==> config.mk <==
export PLATFORM = sky130hd
export DESIGN_NAME = kernel_doorbell_slot_allocator_core
export DESIGN_NICKNAME = d
export VERILOG_FILES = /design/src/hdl/kdsa_pkg.sv /design/src/hdl/kernel_doorbell_slot_allocator_core.sv /design/src/hdl/kdsa_word_ram.sv /design/src/hdl/kdsa_summary.sv
export SDC_FILE = /design/constraint.sdc
export NUM_CORES = 1
export LEC_CHECK = 0
export ABC_AREA = 0
export ABC_CLOCK_PERIOD_IN_PS = 5960
export BUFFER_PORTS_ARGS = -buffer_cell sky130_fd_sc_hd__buf_2
export CAP_MARGIN = 30
export CORE_ASPECT_RATIO = 0.9
export CORE_MARGIN = 4
export CORE_UTILIZATION = 40
export CTS_BUF_LIST = sky130_fd_sc_hd__clkbuf_8
export DETAILED_ROUTE_END_ITERATION = 8
export SYNTH_ARGS = -nofsm -noshare
export SYNTH_HDL_FRONTEND = slang
export SYNTH_SLANG_ARGS = --single-unit
==> constraint.sdc <==
create_clock -name i_clk -period 5.96 [get_ports i_clk]
set_clock_uncertainty 0.2 [all_clocks]
set_input_delay 0.894 -clock i_clk [delete_from_list [all_inputs] [get_ports i_clk]]
set_output_delay 0.894 -clock i_clk [all_outputs]
set_load 0.01 [all_outputs]
==> src/hdl/kdsa_pkg.sv <==
// ----------------------------------------------------------------------------
// kdsa_pkg
// Shared types, constants and helper functions of the doorbell slot allocator.
// ----------------------------------------------------------------------------
package kdsa_pkg;

    // Number of doorbell slots. The design works for any value from 2 to 1024.
    localparam int SLOTS    = 1024;
    localparam int BIT_W    = 5;
    localparam int WORD_W   = 1 << BIT_W;
    localparam int NWORDS   = (SLOTS + WORD_W - 1) / WORD_W;
    localparam int WIDX_W   = (NWORDS > 1) ? $clog2(NWORDS) : 1;
    localparam int SLOT_W   = WIDX_W + BIT_W;
    // Wide enough for any slot times two, and for the release slot compare
    localparam int PROD_W   = 13;

    localparam int REL_W    = 11;
    localparam int PAGE_W   = 11;
    localparam int BAR_W    = 25;
    localparam int BASE_W   = 24;
    localparam int DBDW_W   = 2;
    localparam int CFG_W    = 24;
    localparam int IN_DW    = 16;
    localparam int OUT_DW   = 40;

    typedef enum logic {
        OP_ALLOC   = 1'b0,
        OP_RELEASE = 1'b1
    } t_opcode;

    typedef enum logic [1:0] {
        ST_ALLOCATED  = 2'd0,
        ST_FULL       = 2'd1,
        ST_RELEASED   = 2'd2,
        ST_BAD_OFFSET = 2'd3
    } t_status;

    typedef enum logic {
        CFG_DOORBELL_DWORDS = 1'b0,
        CFG_BASE_DW_OFFSET  = 1'b1
    } t_cfg_idx;

    typedef struct packed {
        logic              en;
        logic [WIDX_W-1:0] widx;
        logic              full;
    } t_sum_upd;

    typedef struct packed {
        logic              en;
        logic [WIDX_W-1:0] addr;
        logic [WORD_W-1:0] data;
    } t_mem_wr;

    // Bits of a bitmap word that lie beyond the last slot; they count as used.
    function automatic logic [WORD_W-1:0] pad_mask(input logic [WIDX_W-1:0] widx);
        logic [WORD_W-1:0] m;
        m = '0;
        for (int b = 0; b < WORD_W; b++) begin
            m[b] = ((int'(widx) * WORD_W + b) >= SLOTS);
        end
        return m;
    endfunction

    // Index of the lowest clear bit of a bitmap word.
    function automatic logic [BIT_W-1:0] first_zero(input logic [WORD_W-1:0] w);
        logic [BIT_W-1:0] idx;
        idx = '0;
        for (int b = WORD_W - 1; b >= 0; b--) begin
            if (!w[b]) begin
                idx = BIT_W'(b);
            end
        end
        return idx;
    endfunction

endpackage

==> src/hdl/kernel_doorbell_slot_allocator_core.sv <==
// ----------------------------------------------------------------------------
// kernel_doorbell_slot_allocator_core
// Allocates and releases kernel doorbell slots out of a bitmap memory.
// ----------------------------------------------------------------------------
// channel  | direction | tdata                                  | tuser
// s_axis   | in        | [10:0] release_dw_offset               | [0] opcode
// m_axis   | out       | [10:0] page_dw_offset, [35:11] bar_dw  | [1:0] status
// cfg      | in        | write enable, index, data              | -
//
// A request that touches the bitmap passes through accept, memory read,
// modify and write back, and output load; one that is answered from the
// summary flags alone (full, bad offset) goes from accept straight to output
// load. The read of the word memory is registered. Reset is synchronous
// and leaves every slot free at once. A stalled result waits in the output
// register while the next request proceeds; that request then holds in its
// output state until the output register is free.
// ----------------------------------------------------------------------------
module kernel_doorbell_slot_allocator_core
    import kdsa_pkg::*;
(
    input  logic              i_clk,
    input  logic              i_rst_n,
    input  logic              i_s_axis_tvalid,
    output logic              o_s_axis_tready,
    input  logic [IN_DW-1:0]  i_s_axis_tdata,   // [10:0] release_dw_offset
    input  logic [0:0]        i_s_axis_tuser,   // [0] opcode
    output logic              o_m_axis_tvalid,
    input  logic              i_m_axis_tready,
    output logic [OUT_DW-1:0] o_m_axis_tdata,   // [10:0] page_dw_offset, [35:11] bar_dw_offset
    output logic [1:0]        o_m_axis_tuser,   // [1:0] status
    input  logic              i_cfg_we,
    input  logic              i_cfg_idx,
    input  logic [CFG_W-1:0]  i_cfg_data
);

    typedef enum logic [3:0] {
        S_IDLE = 4'b0001,
        S_RD   = 4'b0010,
        S_MOD  = 4'b0100,
        S_OUT  = 4'b1000
    } t_state;

    t_state r_state, n_state;

    logic [DBDW_W-1:0] r_db;
    logic [BASE_W-1:0] r_base;

    t_opcode           r_op;
    logic [WIDX_W-1:0] r_widx;
    logic [BIT_W-1:0]  r_bit;
    t_status           r_res_status;
    logic [PAGE_W-1:0] r_res_page;
    logic [BAR_W-1:0]  r_res_bar;

    logic              r_ovalid;
    t_status           r_ostatus;
    logic [PAGE_W-1:0] r_opage;
    logic [BAR_W-1:0]  r_obar;

    logic              sum_free;
    logic [WIDX_W-1:0] sum_widx;
    t_sum_upd          sum_upd;
    t_mem_wr           mem_wr;
    logic              mem_rd_en;
    logic [WORD_W-1:0] rd_word;

    logic              s_acc;
    logic              size2;
    t_opcode           in_op;
    logic [REL_W-1:0]  rel;
    logic [PROD_W-1:0] rel_slot;
    logic              rel_bad;

    logic [WORD_W-1:0] pad;
    logic [WORD_W-1:0] seen;
    logic [BIT_W-1:0]  alloc_bit;
    logic [WORD_W-1:0] new_word;
    logic [PROD_W-1:0] prod;
    logic              out_load;

    kdsa_summary u_summary (
        .i_clk   (i_clk),
        .i_rst_n (i_rst_n),
        .i_upd   (sum_upd),
        .o_free  (sum_free),
        .o_widx  (sum_widx)
    );

    kdsa_word_ram u_ram (
        .i_clk     (i_clk),
        .i_rst_n   (i_rst_n),
        .i_rd_en   (mem_rd_en),
        .i_rd_addr (r_widx),
        .o_rd_data (rd_word),
        .i_wr      (mem_wr)
    );

    // Configuration
    always_ff @(posedge i_clk) begin
        if (!i_rst_n) begin
            r_db   <= DBDW_W'(2);
            r_base <= '0;
        end else if (i_cfg_we) begin
            case (t_cfg_idx'(i_cfg_idx))
                CFG_DOORBELL_DWORDS: r_db   <= i_cfg_data[DBDW_W-1:0];
                CFG_BASE_DW_OFFSET:  r_base <= i_cfg_data[BASE_W-1:0];
                default:             r_base <= r_base;
            endcase
        end
    end

    assign size2 = (r_db != DBDW_W'(1));

    // Request decode
    assign o_s_axis_tready = (r_state == S_IDLE);
    assign s_acc    = i_s_axis_tvalid & o_s_axis_tready;
    assign in_op    = t_opcode'(i_s_axis_tuser[0]);
    assign rel      = i_s_axis_tdata[REL_W-1:0];
    assign rel_slot = size2 ? PROD_W'(rel[REL_W-1:1]) : PROD_W'(rel);
    assign rel_bad  = (rel_slot >= PROD_W'(SLOTS));

    // Modify: pick or clear a bit of the word just read
    assign pad       = pad_mask(r_widx);
    assign seen      = rd_word | pad;
    assign alloc_bit = first_zero(seen);
    assign prod      = size2 ? (PROD_W'({r_widx, alloc_bit}) << 1)
                             : PROD_W'({r_widx, alloc_bit});

    always_comb begin
        new_word = rd_word;
        if (r_op == OP_ALLOC) begin
            new_word[alloc_bit] = 1'b1;
        end else begin
            new_word[r_bit] = 1'b0;
        end
    end

    assign mem_rd_en    = (r_state == S_RD);
    assign mem_wr.en    = (r_state == S_MOD);
    assign mem_wr.addr  = r_widx;
    assign mem_wr.data  = new_word;
    assign sum_upd.en   = (r_state == S_MOD);
    assign sum_upd.widx = r_widx;
    assign sum_upd.full = &(new_word | pad);

    assign out_load = (r_state == S_OUT) && (!r_ovalid || i_m_axis_tready);

    always_comb begin
        n_state = r_state;
        case (r_state)
            S_IDLE: begin
                if (s_acc) begin
                    if (in_op == OP_ALLOC) begin
                        n_state = sum_free ? S_RD : S_OUT;
                    end else begin
                        n_state = rel_bad ? S_OUT : S_RD;
                    end
                end
            end
            S_RD:    n_state = S_MOD;
            S_MOD:   n_state = S_OUT;
            S_OUT: begin
                if (out_load) begin
                    n_state = S_IDLE;
                end
            end
            default: n_state = S_IDLE;
        endcase
    end

    always_ff @(posedge i_clk) begin
        if (!i_rst_n) begin
            r_state  <= S_IDLE;
            r_ovalid <= 1'b0;
        end else begin
            r_state <= n_state;
            if (out_load) begin
                r_ovalid <= 1'b1;
            end else if (i_m_axis_tready) begin
                r_ovalid <= 1'b0;
            end
        end
    end

    // Request payload and pending result
    always_ff @(posedge i_clk) begin
        if (s_acc) begin
            r_op         <= in_op;
            r_bit        <= rel_slot[BIT_W-1:0];
            r_widx       <= (in_op == OP_ALLOC) ? sum_widx : rel_slot[BIT_W +: WIDX_W];
            r_res_status <= (in_op == OP_ALLOC) ? ST_FULL : ST_BAD_OFFSET;
            r_res_page   <= '0;
            r_res_bar    <= '0;
        end else if (r_state == S_MOD) begin
            if (r_op == OP_ALLOC) begin
                r_res_status <= ST_ALLOCATED;
                r_res_page   <= prod[PAGE_W-1:0];
                r_res_bar    <= BAR_W'(r_base) + BAR_W'(prod);
            end else begin
                r_res_status <= ST_RELEASED;
                r_res_page   <= '0;
                r_res_bar    <= '0;
            end
        end
        if (out_load) begin
            r_ostatus <= r_res_status;
            r_opage   <= r_res_page;
            r_obar    <= r_res_bar;
        end
    end

    assign o_m_axis_tvalid = r_ovalid;
    assign o_m_axis_tuser  = r_ostatus;
    assign o_m_axis_tdata  = OUT_DW'({r_obar, r_opage});

`ifndef ASSERT_OFF
    a_busy_after_accept: assert property (@(posedge i_clk) disable iff (!i_rst_n)
        s_acc |=> !o_s_axis_tready)
        else $error("request taken while a request is in flight");

    a_result_from_out: assert property (@(posedge i_clk) disable iff (!i_rst_n)
        $rose(o_m_axis_tvalid) |-> $past(r_state == S_OUT))
        else $error("result shown without passing the output state");

    a_alloc_has_room: assert property (@(posedge i_clk) disable iff (!i_rst_n)
        (r_state == S_MOD && r_op == OP_ALLOC) |-> !(&seen))
        else $error("allocation chose a word with no free slot");

    a_single_write: assert property (@(posedge i_clk) disable iff (!i_rst_n)
        mem_wr.en |=> !mem_wr.en)
        else $error("bitmap word written twice for one request");
`endif

endmodule

==> src/hdl/kdsa_word_ram.sv <==
// ----------------------------------------------------------------------------
// kdsa_word_ram
// Bitmap word memory, one read and one write port, registered read data.
// A word that was never written reads as all free.
// ----------------------------------------------------------------------------
module kdsa_word_ram
    import kdsa_pkg::*;
(
    input  logic              i_clk,
    input  logic              i_rst_n,
    input  logic              i_rd_en,
    input  logic [WIDX_W-1:0] i_rd_addr,
    output logic [WORD_W-1:0] o_rd_data,
    input  t_mem_wr           i_wr
);

    logic [WORD_W-1:0] r_mem [NWORDS];
    logic [NWORDS-1:0] r_vld;
    logic [WORD_W-1:0] r_rd_data;
    logic              r_rd_vld;

    always_ff @(posedge i_clk) begin
        if (i_wr.en) begin
            r_mem[i_wr.addr] <= i_wr.data;
        end
        if (i_rd_en) begin
            r_rd_data <= r_mem[i_rd_addr];
        end
    end

    always_ff @(posedge i_clk) begin
        if (!i_rst_n) begin
            r_vld    <= '0;
            r_rd_vld <= 1'b0;
        end else begin
            if (i_wr.en) begin
                r_vld[i_wr.addr] <= 1'b1;
            end
            if (i_rd_en) begin
                r_rd_vld <= r_vld[i_rd_addr];
            end
        end
    end

    assign o_rd_data = r_rd_vld ? r_rd_data : '0;

endmodule

==> src/hdl/kdsa_summary.sv <==
// ----------------------------------------------------------------------------
// kdsa_summary
// One full flag per bitmap word and a search for the lowest word with room.
// ----------------------------------------------------------------------------
module kdsa_summary
    import kdsa_pkg::*;
(
    input  logic              i_clk,
    input  logic              i_rst_n,
    input  t_sum_upd          i_upd,
    output logic              o_free,
    output logic [WIDX_W-1:0] o_widx
);

    logic [NWORDS-1:0] r_full;

    always_ff @(posedge i_clk) begin
        if (!i_rst_n) begin
            r_full <= '0;
        end else if (i_upd.en) begin
            r_full[i_upd.widx] <= i_upd.full;
        end
    end

    always_comb begin
        o_free = ~&r_full;
        o_widx = '0;
        for (int w = NWORDS - 1; w >= 0; w--) begin
            if (!r_full[w]) begin
                o_widx = WIDX_W'(w);
            end
        end
    end

endmodule
==> results of run 1 <==
==> sequential cells by signal, indices dropped and copies added, names as in the netlist <==
signal / cells
u_ram.r_mem: 1024
u_ram.r_rd_data: 32
u_ram.r_vld: 32
u_summary.r_full: 32
r_obar: 25
r_res_bar: 25
r_base: 24
r_opage: 11
r_res_page: 11
r_bit: 5
r_widx: 5
r_state: 4
o_m_axis_tuser: 2
r_db: 2
r_res_status: 2
o_m_axis_tvalid: 1
r_op: 1
u_ram.r_rd_vld: 1
==> cell families after synthesis <==
kind of cell             count (synthesis)  synth area share (%)
XOR/XNOR                                20                 0.360
AO/OA/AOI/OAI                          443                  6.72
adder cells (fa/ha/maj)                 13                 0.350
buffers and inverters                  200                  1.63
flip-flops                            1239                  73.8
other                                    1               0.00772
AND/OR/NAND/NOR                        459                  4.69
multiplexers                           272                  12.4
==> layer usage <==
layer  vias up  wire length, µm  global-route usage, %
li1      11400                -                      -
met1     14300            59700                   31.3
met4         0             3380                   6.55
met3       212            11600                   4.57
met5         -                0                  0.189
met2      1331            63000                   32.5
==> worst max-delay path, stage by stage (launching register included) <==
cell       delay (ns)
dfxtp_1          0.84
buf_4            0.31
and3_1           0.16
o2111ai_1        0.11
a21boi_0         0.54
o21ai_0          0.30
nand2_1          0.16
a21oi_1          0.09
a21oi_1          0.38
ha_1             0.35
a21oi_1          0.22
o21ai_0          0.18
a21o_1           0.21
a21o_1           0.23
a2111oi_1        0.36
buf_4            0.22
nor3_1           0.07
xor2_1           0.17
a22o_1           0.20
==> layout by cell type (no fill, tap or decap), types with 16 or more instances in the layout <==
master / n
and3_1: 18
inv_1: 91
nand3_1: 69
buf_4: 68
mux4_2: 264
a22oi_1: 130
buf_12: 17
clkinv_1: 35
dfxtp_1: 132
a21boi_0: 30
o21ai_2: 47
a21oi_1: 23
buf_2: 82
edfxtp_1: 1107
inv_2: 32
clkinv_2: 16
nor2_1: 43
nand4_1: 42
o21ai_0: 34
o21a_1: 35
nand2_1: 185
o211ai_1: 35
clkbuf_8: 197
a22o_1: 32
==> final timing paths <==
kind,to,slack [ns],cells after the start,startpoint
max,r_res_bar[23]$_SDFFE_PP0P_,0.49,18,u_ram.r_rd_vld$_SDFFE_PN0P_
min,r_base[22]$_SDFFE_PN0P_,0.11,3,i_cfg_data[22]
min reg2reg,r_obar[14]$_DFFE_PP_,0.24,0,r_res_bar[14]$_SDFFE_PP0P_
max reg2reg,r_res_bar[23]$_SDFFE_PP0P_,0.49,18,u_ram.r_rd_vld$_SDFFE_PN0P_
==> layout make-up <==
cell class                 count  area (µm²)  area share (%)
tap                         1599        2000            3.60
sequential                  1239       35900            64.5
timing repair buffer         201        1790            3.22
multi-input combinational   1211       12100            21.7
inverter                      58         218           0.392
antenna                        2        5.00         0.00900
clock inverter               142         930            1.67
clock buffer                 197        2710            4.88
==> where the power goes <==
| group | leakage (nW) | total [mW] | internal, mW | switching, mW |
|---|---|---|---|---|
| Combinational | 4.98 | 1.20 | 0.488 | 0.708 |
| Clock | 2.09 | 6.83 | 3.49 | 3.34 |
| Sequential | 11.8 | 9.52 | 9.46 | 0.0651 |
| Total | 18.9 | 17.5 | 13.4 | 4.11 |
==> through the flow <==
step / utilization (%) / power, mW / area (µm²) / hold slack [ns]
5_1_grt: 46.0 / 18.2 / 55600 / 0.0657
4_1_cts: 46.0 / 17.7 / 55500 / 0.00192
3_3_place_gp: 42.4 / 10.9 / 51200 / 0.222
3_5_place_dp: 42.8 / 10.9 / 51700 / 0.225
2_1_floorplan: - / 10.5 / 48600 / 0.200
6_report: 46.0 / 17.5 / 55600 / 0.110
==> results.json, run 1 <==
{
  "max_cap_violations": 0,
  "portBuffers": 81,
  "synth.most_common_cell": "edfxtp_1",
  "worstSetupEndpointType": "register",
  "syn_inst": 2647,
  "arrival_ns": 6.04,
  "leakage_nw": 18.9,
  "hold_class": "in2reg",
  "fmax_ghz": 0.183,
  "clkSinkCount": 1239,
  "dp_hpwl_um": 79600,
  "path_max_fanout": 17,
  "nets": 2961,
  "die_area_mm2": 0.127,
  "dr.first_iter.drc_count": 3348,
  "ys.flop_type": "edfxtp_1",
  "timing.final.crit_share_pct": 91.7,
  "critical_path_required_ns": 6.53,
  "setup_ws_ns": 0.494,
  "syn_area_mm2": 0.0486,
  "coreArea_mm2": 0.121,
  "routed_wl_um": 138000,
  "cts_hold_buf": 15,
  "path_class": "reg2reg",
  "ir_drop_uv": 190,
  "grt_first_pass_wirelength_um": 196000,
  "cts_buffers": 190,
  "grtUsageTotal_pct": 21.5,
  "setup_viol": 0,
  "drc": 0,
  "ys_warn_count": 0,
  "num-fill-cells": 10300,
  "slew_violations": 0,
  "ys_types": 80,
  "vias": 27300,
  "synth_edf_count": 1107,
  "ios": 91,
  "final.setup.tns_ns": 0,
  "pwr_density_cell_mw_per_mm2": 316,
  "synthArstFlopShare_pct": 0,
  "grt_pass1_vias": 27200,
  "num_rows": 121,
  "place_ws_ns": 0.643,
  "post-place-cells": 4290,
  "htree_levels": 4,
  "clk_pin_slew_worst_paths_ns": 0.07,
  "antenna_found_initial": 5,
  "gp_congestion": 0.916,
  "finalHoldViolCount": 0,
  "tightest_slew_ns": 1.19,
  "ys_top_cells_by_area": "edfxtp_1 (68%), mux4_2 (12%), dfxtp_1 (5.4%)",
  "startpoint_type": "register",
  "min_period_ns": 5.47,
  "synthToLayoutAreaGrowth_pct": 14.4,
  "overflow": 0,
  "status": "finished, final reports clean",
  "clockBufferDepth": 3,
  "grt_max_degree": 143,
  "initial_core_util_pct": 40.2,
  "synth_top_area_cell": "edfxtp_1",
  "final_cell_count_no_fill": 4649,
  "cts_tree": "built",
  "synth.avg_cell_area_um2": 18.4,
  "ant_nets": 0,
  "rsz0062_at_grt": "no",
  "first_pass_iters": 5,
  "synth-seq-cells": 1239,
  "post_cts_buffers": 0,
  "die_y_um": 339,
  "ys_top_cells_by_count": "edfxtp_1 (1107), mux4_2 (264), nand2_1 (185), dfxtp_1 (132), a22oi_1 (130)",
  "layout-drive-gt1-share_pct": 26.3,
  "cts_resized": 0,
  "cts_root_buf": "clkbuf_8",
  "slew_headroom_pct": 20.4,
  "insertion_delay_ns": 0.90,
  "wl_per_cell_um": 29.6,
  "die_w_um": 375,
  "via_per_inst": 5.87,
  "ys_seq_area_share_pct": 73.8,
  "yosysTopAreaCellShare_pct": 68.4
}
No activity file was read; power rests on OpenSTA's default activity.
==> run 2: changes to the inputs <==
--- a/config.mk
+++ b/config.mk
@@ -6,7 +6,7 @@
 export NUM_CORES = 1
 export LEC_CHECK = 0
 export ABC_AREA = 0
-export ABC_CLOCK_PERIOD_IN_PS = 5960
+export ABC_CLOCK_PERIOD_IN_PS = 4700
 export BUFFER_PORTS_ARGS = -buffer_cell sky130_fd_sc_hd__buf_2
 export CAP_MARGIN = 30
 export CORE_ASPECT_RATIO = 0.9
==> constraint.sdc (replaced) <==
create_clock -name i_clk -period 4.7 [get_ports i_clk]
set_clock_uncertainty 0.2 [all_clocks]
set_input_delay 0.705 -clock i_clk [delete_from_list [all_inputs] [get_ports i_clk]]
set_output_delay 0.705 -clock i_clk [all_outputs]
set_load 0.01 [all_outputs]
==> run 2 against run 1 <==
  * Die area unchanged
  * Combinational power is 37% higher
  * Worst setup slack got worse by 0.17 ns
  * Hold slack lost 0.0046 ns
  * Largest cell class unchanged
  * Highest routed layer unchanged
==> results.json, run 2 (synthesized netlist as in run 1, its figures left out) <==
{
  "status": "finished, final reports clean",
  "nets": 3065,
  "finalHoldViolCount": 0,
  "cts_buffers": 191,
  "ir_drop_uv": 264,
  "final_common_cell": "edfxtp_1",
  "num_rows": 121,
  "timing.final.crit_share_pct": 93.1,
  "post_cts_buffers": 0,
  "die_area_mm2": 0.127,
  "path_max_fanout": 25,
  "hold_class": "in2reg",
  "grtUsageTotal_pct": 22.0,
  "place_ws_ns": -0.195,
  "max_cap_violations": 0,
  "initial_core_util_pct": 40.2,
  "layout-drive-gt1-share_pct": 28.1,
  "setup_viol": 0,
  "clk_pin_slew_worst_paths_ns": 0.07,
  "clockBufferDepth": 3,
  "ios": 91,
  "via_per_inst": 5.82,
  "die_w_um": 375,
  "pwr_density_cell_mw_per_mm2": 394,
  "wl_met3_um": 11300,
  "grt_max_degree": 97,
  "path_common_cell": "buf_4",
  "slew_violations": 0,
  "vias": 27700,
  "synthToLayoutAreaGrowth_pct": 15.8,
  "wl_per_cell_um": 29.5,
  "gp_congestion": 0.898,
  "largest_reg_flops": 1024,
  "arrival_ns": 4.96,
  "cp_cell_sequence": "buf_4 > buf_4 > buf_12 > nand3_1 > and3_1 > o21ai_0 > buf_4 > o211a_1 > nor2_2 > nand2_1 > o21ai_2 > ha_1 > a21o_1 > a21oi_1 > o21ai_1 > a21o_1 > a21o_1 > a2111oi_2 > buf_4 > nor3b_1 > xor2_1 > a22o_1",
  "p_total_mw": 22.2,
  "dr.first_iter.drc_count": 3195,
  "slowest_delay_ns": 0.40,
  "final.setup.tns_ns": 0,
  "coreArea_mm2": 0.121,
  "dp_hpwl_um": 82600,
  "ant_nets": 0,
  "path_class": "reg2reg",
  "overflow": 0,
  "portBuffers": 81,
  "startpoint_type": "register",
  "leakage_nw": 19.3,
  "htree_levels": 4,
  "highest_layer": "met4",
  "setup_ws_ns": 0.325,
  "tightest_slew_ns": 1.03,
  "antenna_found_initial": 3,
  "min_period_ns": 4.37,
  "drc": 0,
  "max_flop_register": "u_ram.r_mem",
  "final_core_util_pct": 46.6,
  "cts_tree": "built",
  "insertion_delay_ns": 0.91,
  "met1_length_um": 60400,
  "routed_wl_um": 141000,
  "crit_buf_inv": 5,
  "die_y_um": 339,
  "grt_first_pass_wirelength_um": 201000,
  "clkSinkCount": 1239,
  "first_pass_iters": 6,
  "slowest_stage": "dfxtp_2",
  "slew_headroom_pct": 31.2,
  "critical-path-top-delay-family": "compound AO/OA/AOI/OAI gates",
  "fmax_ghz": 0.229,
  "wl_met2_um": 64900,
  "rsz0062_at_grt": "no",
  "grt_pass1_vias": 27800,
  "worstSetupEndpointType": "register",
  "post-place-cells": 4370,
  "cts_root_buf": "clkbuf_8",
  "layout_common_cells": "edfxtp_1 (1107), mux4_2 (264), clkbuf_8 (200)",
  "final_cell_count_no_fill": 4768,
  "critical_path_required_ns": 5.28
}
-- run 2: tightest hold or removal path: stages --
cell and delay, ns:
buf_2 0.10, nor2b_1 0.13, mux2i_1 0.15, nand2_1 0.07
-- run 2: worst paths after layout --
path,start,to,slack [ns],cells past startpoint
min reg2reg,r_res_bar[18]$_SDFFE_PP0P_,r_obar[18]$_DFFE_PP_,0.24,0
min,i_cfg_idx,r_db[1]$_SDFFE_PN1P_,0.11,4
max reg2reg,u_ram.r_rd_vld$_SDFFE_PN0P_,r_res_bar[19]$_SDFFE_PP0P_,0.33,22
max,u_ram.r_rd_vld$_SDFFE_PN0P_,r_res_bar[19]$_SDFFE_PP0P_,0.33,22
-- run 2: per-stage QoR --
step	hold WS (ns)	cell area (µm²)
after CTS	0.0149	56200
after global placement	0.225	52200
after floorplan	0.200	48600
after detailed placement	0.226	52200
after global routing	0.0784	56300
final	0.105	56300
-- run 2: repair_timing --
action | CTS | global route
hold endpoints to repair | 40 | 0
gates resized for setup | 2 | 10
pin swaps | 0 | 1
endpoints found under the setup margin | 10 | 17
hold buffers | 41 | 0
-- run 2: power by group --
group          switching [mW]  total, mW  internal, mW
logic                   0.984       1.64         0.655
clock network            4.28       8.47          4.19
registers              0.0618       12.1          12.0
total                    5.32       22.2          16.8
-- run 2: routing by layer --
metal  GRT usage (%)  up-vias
met2            33.9     1300
met4            7.36        0
li1                -    11600
met1            31.6    14600
met5               0        -
met3            4.38      230
-- run 2: cell type report --
cell class | count | area, µm²
Sequential cell | 1239 | 35900
Fill cell | 10300 | 64500
Clock inverter | 150 | 808
Timing Repair Buffer | 304 | 2490
Multi-Input combinational cell | 1211 | 12100
Clock buffer | 200 | 2750
Tap cell | 1599 | 2000
Antenna cell | 7 | 17.5
Inverter | 58 | 218
